<file path="config.mk">
export PLATFORM = sky130hd
export DESIGN_NAME = bitap_exact_match
export DESIGN_NICKNAME = d
export VERILOG_FILES = /design/src/design/bem_pkg.sv /design/src/design/bem_front.sv /design/src/design/bem_fifo.sv /design/src/design/bem_back.sv /design/src/design/bitap_exact_match.sv
export SDC_FILE = /design/constraint.sdc
export NUM_CORES = 1
export LEC_CHECK = 0
export ABC_CLOCK_PERIOD_IN_PS = 8550
export BUFFER_PORTS_ARGS = -buffer_cell sky130_fd_sc_hd__buf_2
export CORE_UTILIZATION = 44
export DETAILED_ROUTE_END_ITERATION = 12
export GPL_TIMING_DRIVEN = 0
export PLACE_DENSITY = 0.56
export SLEW_MARGIN = 25
export SYNTH_ARGS = -nofsm -noshare
export SYNTH_HDL_FRONTEND = slang
export SYNTH_SLANG_ARGS = --single-unit
export TNS_END_PERCENT = 30
</file>
<file path="constraint.sdc">
create_clock -name i_clk -period 8.55 [get_ports i_clk]
set_input_delay 0.855 -clock i_clk [delete_from_list [all_inputs] [get_ports i_clk]]
set_output_delay 0.855 -clock i_clk [all_outputs]
set_load 0.01 [all_outputs]
</file>
<file path="src/design/bem_pkg.sv">
// ----------------------------------------------------------------------------
// bem_pkg
// Shared types and constants for the shift-or exact string matcher.
// ----------------------------------------------------------------------------
package bem_pkg;

    // Width of the shift-or state vector; one spare bit above the longest pattern
    localparam int VEC_BITS     = 64;
    localparam int OUT_POS_BITS = 32;
    localparam int LEN_BITS     = 6;
    localparam int IDX_BITS     = 6;
    localparam int BYTE_BITS    = 8;

    localparam logic [VEC_BITS-1:0] VEC_RESET = ~VEC_BITS'(1);

    // Input operation codes
    localparam logic [1:0] OP_LOAD  = 2'd0;
    localparam logic [1:0] OP_TEXT  = 2'd1;
    localparam logic [1:0] OP_START = 2'd2;
    localparam logic [1:0] OP_END   = 2'd3;

    // Result kinds
    localparam logic RES_MATCH    = 1'b0;
    localparam logic RES_NO_MATCH = 1'b1;

    typedef enum logic [1:0] {
        CMD_LOAD,
        CMD_TEXT,
        CMD_START,
        CMD_END
    } t_cmd_kind;

    typedef struct packed {
        t_cmd_kind               kind;
        logic [IDX_BITS-1:0]     index;
        logic [BYTE_BITS-1:0]    data;
    } t_cmd;

    typedef struct packed {
        logic                    kind;
        logic [OUT_POS_BITS-1:0] position;
    } t_result;

endpackage

</file>
<file path="src/design/bem_front.sv">
// ----------------------------------------------------------------------------
// bem_front
// Accepts input transactions and classifies them into back-end commands.
// ----------------------------------------------------------------------------
module bem_front
    import bem_pkg::*;
#(
    parameter int MAX_PATTERN = 63
) (
    input  logic                 i_push,
    input  logic [1:0]           i_op,
    input  logic [IDX_BITS-1:0]  i_pattern_index,
    input  logic [BYTE_BITS-1:0] i_data_byte,
    input  logic                 i_q_full,
    output logic                 o_full,
    output logic                 o_q_push,
    output t_cmd                 o_cmd
);

    logic accept;
    logic drop;

    assign accept = i_push & ~i_q_full;
    assign o_full = i_q_full;

    // Loads beyond the pattern store are swallowed here
    assign drop = (i_op == OP_LOAD) && (i_pattern_index >= IDX_BITS'(MAX_PATTERN));

    always_comb begin
        o_cmd.index = i_pattern_index;
        o_cmd.data  = i_data_byte;
        case (i_op)
            OP_LOAD:  o_cmd.kind = CMD_LOAD;
            OP_TEXT:  o_cmd.kind = CMD_TEXT;
            OP_START: o_cmd.kind = CMD_START;
            OP_END:   o_cmd.kind = CMD_END;
            default:  o_cmd.kind = CMD_TEXT;
        endcase
    end

    assign o_q_push = accept & ~drop;

endmodule

</file>
<file path="src/design/bem_fifo.sv">
// ----------------------------------------------------------------------------
// bem_fifo
// Small synchronous queue with full/empty flags and head shown while not empty.
// ----------------------------------------------------------------------------
module bem_fifo #(
    parameter int WIDTH = 8,
    parameter int DEPTH = 4
) (
    input  logic             i_clk,
    input  logic             i_rst_n,
    input  logic             i_push,
    input  logic [WIDTH-1:0] i_data,
    input  logic             i_pop,
    output logic [WIDTH-1:0] o_data,
    output logic             o_full,
    output logic             o_empty
);

    localparam int PW = (DEPTH > 1) ? $clog2(DEPTH) : 1;
    localparam int CW = $clog2(DEPTH + 1);

    logic [WIDTH-1:0] r_mem [DEPTH];
    logic [PW-1:0]    r_wr_ptr, r_rd_ptr;
    logic [CW-1:0]    r_count;
    logic             do_push, do_pop;

    assign o_full  = (r_count == CW'(DEPTH));
    assign o_empty = (r_count == '0);
    assign do_push = i_push & ~o_full;
    assign do_pop  = i_pop & ~o_empty;
    assign o_data  = r_mem[r_rd_ptr];

    always_ff @(posedge i_clk) begin
        if (!i_rst_n) begin
            r_wr_ptr <= '0;
            r_rd_ptr <= '0;
            r_count  <= '0;
        end else begin
            if (do_push) begin
                r_wr_ptr <= (r_wr_ptr == PW'(DEPTH - 1)) ? '0 : r_wr_ptr + PW'(1);
            end
            if (do_pop) begin
                r_rd_ptr <= (r_rd_ptr == PW'(DEPTH - 1)) ? '0 : r_rd_ptr + PW'(1);
            end
            if (do_push && !do_pop) begin
                r_count <= r_count + CW'(1);
            end else if (do_pop && !do_push) begin
                r_count <= r_count - CW'(1);
            end
        end
    end

    always_ff @(posedge i_clk) begin
        if (do_push) begin
            r_mem[r_wr_ptr] <= i_data;
        end
    end

endmodule

</file>
<file path="src/design/bem_back.sv">
// ----------------------------------------------------------------------------
// bem_back
// Executes commands: pattern store writes, shift-or update, result generation.
// ----------------------------------------------------------------------------
module bem_back
    import bem_pkg::*;
#(
    parameter int MAX_PATTERN   = 63,
    parameter int POSITION_BITS = 32
) (
    input  logic                i_clk,
    input  logic                i_rst_n,
    input  logic                i_cfg_wr_en,
    input  logic [LEN_BITS-1:0] i_cfg_pattern_length,
    input  logic                i_cmd_valid,
    input  t_cmd                i_cmd,
    output logic                o_cmd_take,
    input  logic                i_res_full,
    output logic                o_res_push,
    output t_result             o_res
);

    localparam int SW = (MAX_PATTERN > 1) ? $clog2(MAX_PATTERN) : 1;
    localparam int WB = (POSITION_BITS > OUT_POS_BITS) ? POSITION_BITS : OUT_POS_BITS;

    logic [BYTE_BITS-1:0]     r_store [MAX_PATTERN];
    logic [LEN_BITS-1:0]      r_len;
    logic [VEC_BITS-1:0]      r_vec;
    logic [POSITION_BITS-1:0] r_pos;
    logic                     r_found;

    logic [LEN_BITS-1:0]      used_len;
    logic [VEC_BITS-1:0]      mask;
    logic [VEC_BITS-1:0]      or_vec;
    logic                     hit;
    logic [POSITION_BITS-1:0] start_pos;
    logic [WB-1:0]            start_ext;

    assign o_cmd_take = i_cmd_valid & ~i_res_full;

    // Length clamped into 1..MAX_PATTERN
    always_comb begin
        if (r_len == '0) begin
            used_len = LEN_BITS'(1);
        end else if (r_len > LEN_BITS'(MAX_PATTERN)) begin
            used_len = LEN_BITS'(MAX_PATTERN);
        end else begin
            used_len = r_len;
        end
    end

    always_comb begin
        mask = '1;
        for (int i = 0; i < MAX_PATTERN; i++) begin
            if ((LEN_BITS'(i) < used_len) && (r_store[i] == i_cmd.data)) begin
                mask[i] = 1'b0;
            end
        end
    end

    assign or_vec    = r_vec | mask;
    // Bit used_len of the shifted vector is bit used_len-1 before the shift
    assign hit       = ~or_vec[used_len - LEN_BITS'(1)];
    assign start_pos = r_pos + POSITION_BITS'(1) - POSITION_BITS'(used_len);
    assign start_ext = WB'(start_pos);

    always_comb begin
        o_res_push = 1'b0;
        case (i_cmd.kind)
            CMD_TEXT: o_res_push = o_cmd_take & hit;
            CMD_END:  o_res_push = o_cmd_take & ~r_found;
            default:  o_res_push = 1'b0;
        endcase
        if (i_cmd.kind == CMD_END) begin
            o_res.kind     = RES_NO_MATCH;
            o_res.position = '0;
        end else begin
            o_res.kind     = RES_MATCH;
            o_res.position = start_ext[OUT_POS_BITS-1:0];
        end
    end

    always_ff @(posedge i_clk) begin
        if (!i_rst_n) begin
            r_len   <= LEN_BITS'(1);
            r_vec   <= VEC_RESET;
            r_pos   <= '0;
            r_found <= 1'b0;
        end else begin
            if (i_cfg_wr_en) begin
                r_len <= i_cfg_pattern_length;
            end
            if (o_cmd_take) begin
                case (i_cmd.kind)
                    CMD_TEXT: begin
                        r_vec <= {or_vec[VEC_BITS-2:0], 1'b0};
                        if (hit) begin
                            r_found <= 1'b1;
                        end
                        if (r_pos != '1) begin
                            r_pos <= r_pos + POSITION_BITS'(1);
                        end
                    end
                    CMD_START: begin
                        r_vec   <= VEC_RESET;
                        r_pos   <= '0;
                        r_found <= 1'b0;
                    end
                    default: begin
                    end
                endcase
            end
        end
    end

    always_ff @(posedge i_clk) begin
        if (o_cmd_take && (i_cmd.kind == CMD_LOAD)) begin
            r_store[i_cmd.index[SW-1:0]] <= i_cmd.data;
        end
    end

endmodule

</file>
<file path="src/design/bitap_exact_match.sv">
// Result path: an accepted transaction is registered in the command queue, and its
//   result is registered in the result queue before it shows on the result ports.
// Throughput: one transaction per cycle, set by the shift-or update
//   in the back end (parallel compare, OR, shift) while results are being drained.
// Reset: synchronous, active low; clears both queues, the state vector, position,
//   found flag and sets the pattern length to one. The pattern store is not cleared.
// ----------------------------------------------------------------------------
// bitap_exact_match
// Shift-or exact string matcher with queue-style input and result ports.
// ----------------------------------------------------------------------------
module bitap_exact_match
    import bem_pkg::*;
#(
    parameter int MAX_PATTERN   = 63,
    parameter int POSITION_BITS = 32
) (
    input  logic                    i_clk,
    input  logic                    i_rst_n,
    // configuration: pattern length
    input  logic                    i_cfg_wr_en,
    input  logic [LEN_BITS-1:0]     i_cfg_pattern_length,
    // input queue side
    input  logic                    push,
    output logic                    full,
    input  logic [1:0]              i_op,
    input  logic [IDX_BITS-1:0]     i_pattern_index,
    input  logic [BYTE_BITS-1:0]    i_data_byte,
    // result queue side
    output logic                    empty,
    input  logic                    pop,
    output logic                    o_kind,
    output logic [OUT_POS_BITS-1:0] o_match_position
);

    // Command queue depth between front and back end
    localparam int CMD_DEPTH = 4;
    // Result queue depth: two entries keep a full-rate stream with pop held high
    localparam int RES_DEPTH = 2;

    logic    cmd_q_full, cmd_q_empty, cmd_q_push, cmd_take;
    t_cmd    front_cmd, back_cmd;
    logic    res_q_full, res_push;
    t_result back_res, head_res;

    // Front end: classifies each transaction, drops loads outside the store
    bem_front #(
        .MAX_PATTERN (MAX_PATTERN)
    ) u_front (
        .i_push          (push),
        .i_op            (i_op),
        .i_pattern_index (i_pattern_index),
        .i_data_byte     (i_data_byte),
        .i_q_full        (cmd_q_full),
        .o_full          (full),
        .o_q_push        (cmd_q_push),
        .o_cmd           (front_cmd)
    );

    // Decouples intake from execution
    bem_fifo #(
        .WIDTH ($bits(t_cmd)),
        .DEPTH (CMD_DEPTH)
    ) u_cmd_q (
        .i_clk   (i_clk),
        .i_rst_n (i_rst_n),
        .i_push  (cmd_q_push),
        .i_data  (front_cmd),
        .i_pop   (cmd_take),
        .o_data  (back_cmd),
        .o_full  (cmd_q_full),
        .o_empty (cmd_q_empty)
    );

    // Back end: in-order execution of loads, text bytes, start and end markers
    bem_back #(
        .MAX_PATTERN   (MAX_PATTERN),
        .POSITION_BITS (POSITION_BITS)
    ) u_back (
        .i_clk                (i_clk),
        .i_rst_n              (i_rst_n),
        .i_cfg_wr_en          (i_cfg_wr_en),
        .i_cfg_pattern_length (i_cfg_pattern_length),
        .i_cmd_valid          (~cmd_q_empty),
        .i_cmd                (back_cmd),
        .o_cmd_take           (cmd_take),
        .i_res_full           (res_q_full),
        .o_res_push           (res_push),
        .o_res                (back_res)
    );

    // Result queue: results wait here for the consumer
    bem_fifo #(
        .WIDTH ($bits(t_result)),
        .DEPTH (RES_DEPTH)
    ) u_res_q (
        .i_clk   (i_clk),
        .i_rst_n (i_rst_n),
        .i_push  (res_push),
        .i_data  (back_res),
        .i_pop   (pop),
        .o_data  (head_res),
        .o_full  (res_q_full),
        .o_empty (empty)
    );

    assign o_kind           = head_res.kind;
    assign o_match_position = head_res.position;

endmodule

</file>
# After elaboration in Yosys (flattened, before gate mapping)
# Memories as Yosys holds them, arrays and structs flattened. A register that Yosys moved wholly into a read port is not among the register bits.
# Cells that the tools add are included.
# classes
n_bitwise,17
magnitude_cmp,66
n_addsub,11
mux,93
n_eq_ne,76
reduce_logical,84
# op_table
operator,count
$eq A8 B8 Y1,63
$lt A6 B6 Y1 const A,31
$pmux W64 S2,1
$lt A5 B6 Y1 const A,16
$mux W1,75
$logic_and A1 B1 Y1,69
$or A64 B64 Y64,1
$pmux W32 S2,1
$lt A4 B6 Y1 const A,8
$mux W33,1
$add A32 B1 Y32 const B,1
$mux W32,1
$ne A32 B32 Y1 const B,1
$sub A32 B6 Y32,1
$lt A3 B6 Y1 const A,4
$eq A2 B2 Y1 const B,7
$lt A1 B6 Y1 const A,2
$lt A2 B6 Y1 const A,2
$mux W2,6
$mux W6,2
$and A1 B1 Y1,9
$pmux W2 S4,1
$lt A6 B7 Y1 const B,1
$not A1 Y1,7
other kinds (22),36
# word_totals
ramBits,634
out_inout_bits,35
word_cells,360
register_bits,114
in_bits,27
mem_count,3
# memory_table
memory,depth,width,read_ports,rd_clocked_by_memory_dff,wr,line_no,rtl
u_back.r_store,63,8,63,0,1,bem_back.sv:26,logic [BYTE_BITS-1:0] r_store [MAX_PATTERN];
u_res_q.r_mem,2,33,1,1,1,bem_fifo.sv:22,logic [WIDTH-1:0] r_mem [DEPTH];
u_cmd_q.r_mem,4,16,1,1,1,bem_fifo.sv:22,

# Longest topological paths before layout
# depth
ltp_word,17
mapped_depth,22
ltp_nobuf,18

# Hierarchy
# A second synthesis with hierarchy kept.
# unflattened
cells_unflattened,2589
area_unflattened_um2,33813.7
# by_module_without_submodules
mod,n_inst,seq_area_each_um2,area_per_inst_um2,cells_each
bem_back,1,17156.5,28228.3,2304
bem_fifo at u_cmd_q,1,2102.0,2826.5,135
bem_fifo at u_res_q,1,2082.0,2607.5,128
bem_front,1,0.0,147.6,21
bitap_exact_match,1,0.0,3.8,1

# Worst setup path before layout
# OpenSTA, ideal clock, no wires.
# synth_timing
kind,register to register
from,register u_back.r_len[5]
to,"memory u_res_q.r_mem[0][0] (netlist bit), enable pin"
n_path_buf,4
path_stages_with_launch,19
arrival_ps,5284
setup_slack_ps,2840
t_required_ps,8123
setup_ps,427
synth_period_minus_slack_ps,5710
cell_sequence,dfxtp_1 -> clkbuf_1 -> nor3_1 -> a21o_1 -> buf_2 -> clkinv_1 -> clkbuf_1 -> ha_1 -> clkbuf_1 -> nand2_1 -> a21oi_1 -> or3_1 -> or4_1 -> a31oi_1 -> o31ai_1 -> o31ai_2 -> nand2_2 -> o32ai_4 -> nor2b_1
# synth_between
elab_chain_cells,15
word_cells_on_any_way,203
classes_between,add/sub: 1; order compare: 64; mux: 70; bitwise: 4; reduce/logical: 64
# synth_lines
item,line_no,rtl
start: declaration,bem_back.sv:27,logic [LEN_BITS-1:0] r_len;
start signal: assignment,bem_back.sv:91,r_len <= i_cfg_pattern_length;
$gt A6 B6 Y1,bem_back.sv:45,end else if (r_len > LEN_BITS'(MAX_PATTERN)) begin
$mux W6,bem_back.sv:45,
$mux W6 (*),bem_back.sv:43,if (r_len == '0) begin
$lt A1 B6 Y1 (tied with other cells),bem_back.sv:55,if ((LEN_BITS'(i) < used_len) && (r_store[i] == i_cmd.data)) begin
$logic_and A1 B1 Y1,bem_back.sv:55,
$mux W1,bem_back.sv:55,
$or A64 B64 Y64,bem_back.sv:61,assign or_vec = r_vec | mask;
$bmux W1 S6 (*),bem_back.sv:63,assign hit = ~or_vec[used_len - LEN_BITS'(1)];
$mux W1 (not written as such) (*),bem_back.sv:63,
$not A1 Y1 (*),bem_back.sv:63,
$and A1 B1 Y1 (*),bem_back.sv:70,CMD_TEXT: o_res_push = o_cmd_take & hit;
$pmux W1 S2 (*),bem_back.sv:69,case (i_cmd.kind)
$and A1 B1 Y1 (*),bem_fifo.sv:29,assign do_push = i_push & ~o_full;
named net u_res_q.do_push,bem_fifo.sv:25,"logic do_push, do_pop;"
$mux W1 (*),bem_fifo.sv:54,if (do_push) begin
$mux W1 (not written as such) (*),bem_fifo.sv:55,r_mem[r_wr_ptr] <= i_data;
end: declaration,bem_fifo.sv:22,
# Mark *: on every way through the listed nets, which the timed path passes. The rest lies on a longest branch. The select of a mux whose other input is x is not followed.

# Worst setup path in the final report
# layout_timing
from,register u_back.r_len[5]
to,"memory u_res_q.r_mem[0][4] (netlist bit), enable pin"
# Same word-level chain as after synthesis.

==> impl_metrics.py <==
metrics = {
    "detailed_routing": {
        "ant_nets": 0,
        "drtPass1Iterations": 6,
        "viasPerCell": 5.85,
        "drc": 0,
        "vias": 23200,
        "wl_mm": 119,
        "detail_route.wl_per_cell_um": 30.0,
        "drtIter0Drc": 2340,
    },
    "floorplan": {
        "num_io_pins": 62,
        "rows": 102,
        "die_h_um": 282,
        "die-area_um2": 79500,
        "die_x_um": 282,
        "start_util_pct": 44.5,
        "core_area_um2": 77500,
    },
    "clocking": {
        "cts.path.max_buffers": 3,
        "clockRootBuffer": "clkbuf_16",
        "cts-htree-levels": 3,
        "cts_sinks": 749,
        "clk_latency_ns": 0.65,
        "postCtsSetupBuffers": 0,
        "hold_buffers": 0,
        "path_clk_slew_ns": 0.06,
        "cts_tree": "done",
        "cts_resized": 0,
        "cts_made_buffers": 84,
    },
    "yosys": {
        "synthTopCellsByArea": "edfxtp_1, xnor2_1, dfxtp_1",
        "synthFlopType": "edfxtp_1",
        "synth_edf_count": 634,
        "synth.top_cell.area_share_pct": 55.2,
        "synth_nets": 2754,
        "ys_ff_latch": 749,
        "synth_warnings": 0,
        "avgSynthCellArea_um2": 12.7,
        "synth_cell_type_count": 83,
        "syn_area_um2": 34500,
        "synth-seq-area-share_pct": 61.9,
        "synth.largest_area_cell": "edfxtp_1",
        "syn_inst": 2705,
        "synthArstFlopShare_pct": 0,
    },
    "grt": {
        "grt_pass1_wl_mm": 166,
        "grt_max_degree": 73,
        "grt-ovfl-total": 0,
        "grt_util_all_layers_pct": 30.1,
        "grt_pass1_vias": 22500,
        "antenna_found_initial": 3,
    },
    "timing": {
        "fmax_ghz": 0.128,
        "setup_violations": 0,
        "slew_violations": 0,
        "worst_slew_pin_slew_ns": 1.18,
        "finClkSkew_ns": 0.0178,
        "rsz0062_at_grt": "false",
        "fin_crit_sh_pct": 91.2,
        "relSlewSlack_pct": 21.0,
        "holdWs_ns": 0.424,
        "setup_slack_ns": 0.752,
        "finalCriticalPeriod_ns": 7.80,
        "final_hold_viol_count": 0,
    },
    "critical_path": {
        "slowest_delay_ns": 0.79,
        "cp_data_required_time_ns": 8.89,
        "worstPathCellList": "clkbuf_1 -> nor3_2 -> a21o_1 -> buf_2 -> clkinv_1 -> clkbuf_1 -> ha_1 -> clkbuf_1 -> nand2b_1 -> nand2_1 -> a211o_1 -> nor4_1 -> nor2_1 -> a2111oi_0 -> a211oi_1 -> o31ai_2 -> nand2_2 -> o32ai_4 -> nor2b_4 -> buf_16",
        "arrival_ns": 8.13,
        "slowest_stage": "nor3_2",
        "end_kind": "flip-flop",
        "crit_fanout": 21,
        "path_class": "flip-flop to flip-flop",
        "cp_top_family": "simple AND/OR/NAND/NOR gates",
        "startpoint_type": "flip-flop",
        "worst-path-buf-inv": 6,
        "crit_top_cell": "clkbuf_1",
    },
    "run_status": {
        "outcome": "finished clean",
    },
    "hold_path": {
        "hold_class": "input pin to flip-flop",
    },
    "power_and_ir_drop": {
        "vdd_drop_max_v": 0.000194,
        "clockPowerShare_pct": 29.9,
        "net-switching-power_uw": 4930,
        "leakage_uw": 0.0124,
        "p_per_area_nw_per_um2": 337,
        "swShare_pct": 37.1,
        "combPwrFrac_pct": 35.4,
        "intPower_uw": 8360,
        "seq_power_share_pct": 34.7,
    },
    "flow_run": {
        "drv.max_cap_violation_count": 0,
    },
    "placed_design": {
        "gp_congestion": 1.01,
        "place_ws_ns": 0.939,
        "place.detailed.hpwl_mm": 81.0,
        "port_buffers": 59,
    },
    "final_layout": {
        "antennaDiodeCount": 0,
        "layout_commonest_cell": "edfxtp_1",
        "drive_above_1_share_pct": 12.1,
        "area_delta_synth_final_pct": 14.2,
        "nets": 2905,
        "mostFrequentLayoutCells": "edfxtp_1, xnor2_1, nor2_1, xor2_1, nand2_1",
    },
}
==> final timing paths <==
kind	start	to	slack, ns	cells past startpoint
max	u_back.r_len[5]$_SDFFE_PN0P_	u_res_q.r_mem[0][4]$_DFFE_PP_	0.75	20
min	i_data_byte[4]	u_cmd_q.r_mem[3][4]$_DFFE_PP_	0.42	1
max reg2reg	u_back.r_len[5]$_SDFFE_PN0P_	u_res_q.r_mem[0][4]$_DFFE_PP_	0.75	20
min reg2reg	u_back.r_vec[62]$_SDFFE_PN1P_	u_back.r_vec[62]$_SDFFE_PN1P_	0.47	2
==> cells in the mapped netlist, drive strengths merged (4+ instances only) <==
cell type	number
o21ai	99
mux2i	28
and2	16
a2111oi	8
or3	21
a221oi	5
a211oi	13
nor2b	12
nand2	132
a21o	6
dfxtp	115
a2111o	4
o311ai	5
clkbuf	71
xor2	160
xnor2	399
o32ai	5
o41ai	4
nor4	62
nand4	55
nor3	59
o21a	5
a211o	5
nor2	225
buf	75
ha	20
mux4	15
and3	24
o31ai	6
nand3	114
nand2b	22
nor3b	6
nand3b	11
inv	38
edfxtp	634
o22ai	12
a31oi	17
nand4b	5
o2111ai	7
or2	7
a21oi	81
or4	21
o211ai	6
mux2	36
==> layout make-up <==
type	count	area, um2
Sequential cell	749	21300
Clock buffer	103	2230
Clock inverter	54	790
Multi-Input combinational cell	1770	12300
Inverter	40	150
Buffer	146	803
Tap cell	1040	1300
Timing Repair Buffer	65	460
Fill cell	6753	38100
==> power by group through the flow <==
| stage | registers, uW | logic, uW | clock network, uW |
|---|---|---|---|
| 2_1_floorplan | 4670 | 2730 | 0 |
| 3_3_place_gp | 4700 | 4540 | 0 |
| 3_5_place_dp | 4690 | 4700 | 0 |
| 4_1_cts | 4610 | 4710 | 4000 |
| 5_1_grt | 4620 | 4960 | 4130 |
| 6_report | 4610 | 4710 | 3970 |
==> cell families (layout without fill, tap and decap cells) <==
family          Yosys count  count (layout)  synth area share [%]
compound gates          310             310                  5.75
xor+xnor                559             559                  14.2
fa+ha+maj                23              23                 0.871
buf+inv                 186             408                  2.66
simple gates            799             799                  11.6
flops                   749             749                  61.9
mux                      79              79                  3.02
==> metrics by stage <==
stage               setup TNS [ns]  util [%]  area [um2]  cells  power [uW]
finish                           0      50.8       39400   3967       13300
global route                     0      50.8       39400   3967       13700
CTS                              0      50.8       39400   3967       13300
detailed placement               0      46.9       36300   3810        9380
global placement            -45.06      46.6       36100   3804        9240
floorplan                        0         -       34500   2705        7400
==> registers in the layout (all words and copies together) (netlist names), named ones only <==
name,flops
u_back.r_store,504
u_back.r_pos,32
u_cmd_q.r_wr_ptr,2
u_back.r_vec,62
u_cmd_q.r_mem,64
u_res_q.r_count,2
u_res_q.r_rd_ptr,1
u_res_q.r_wr_ptr,1
u_back.r_found,1
u_back.r_len,6
u_res_q.r_mem,66
u_cmd_q.r_count,3
u_cmd_q.r_rd_ptr,2
==> per-layer routing <==
metal	track usage, %	wire length [um]	up-vias
li1	-	-	10200
met1	40.2	49700	11800
met2	49.0	55900	981
met3	4.74	8490	208
met4	11.8	4760	2
met5	0	13	-
Power figures use the tool's default switching activity.
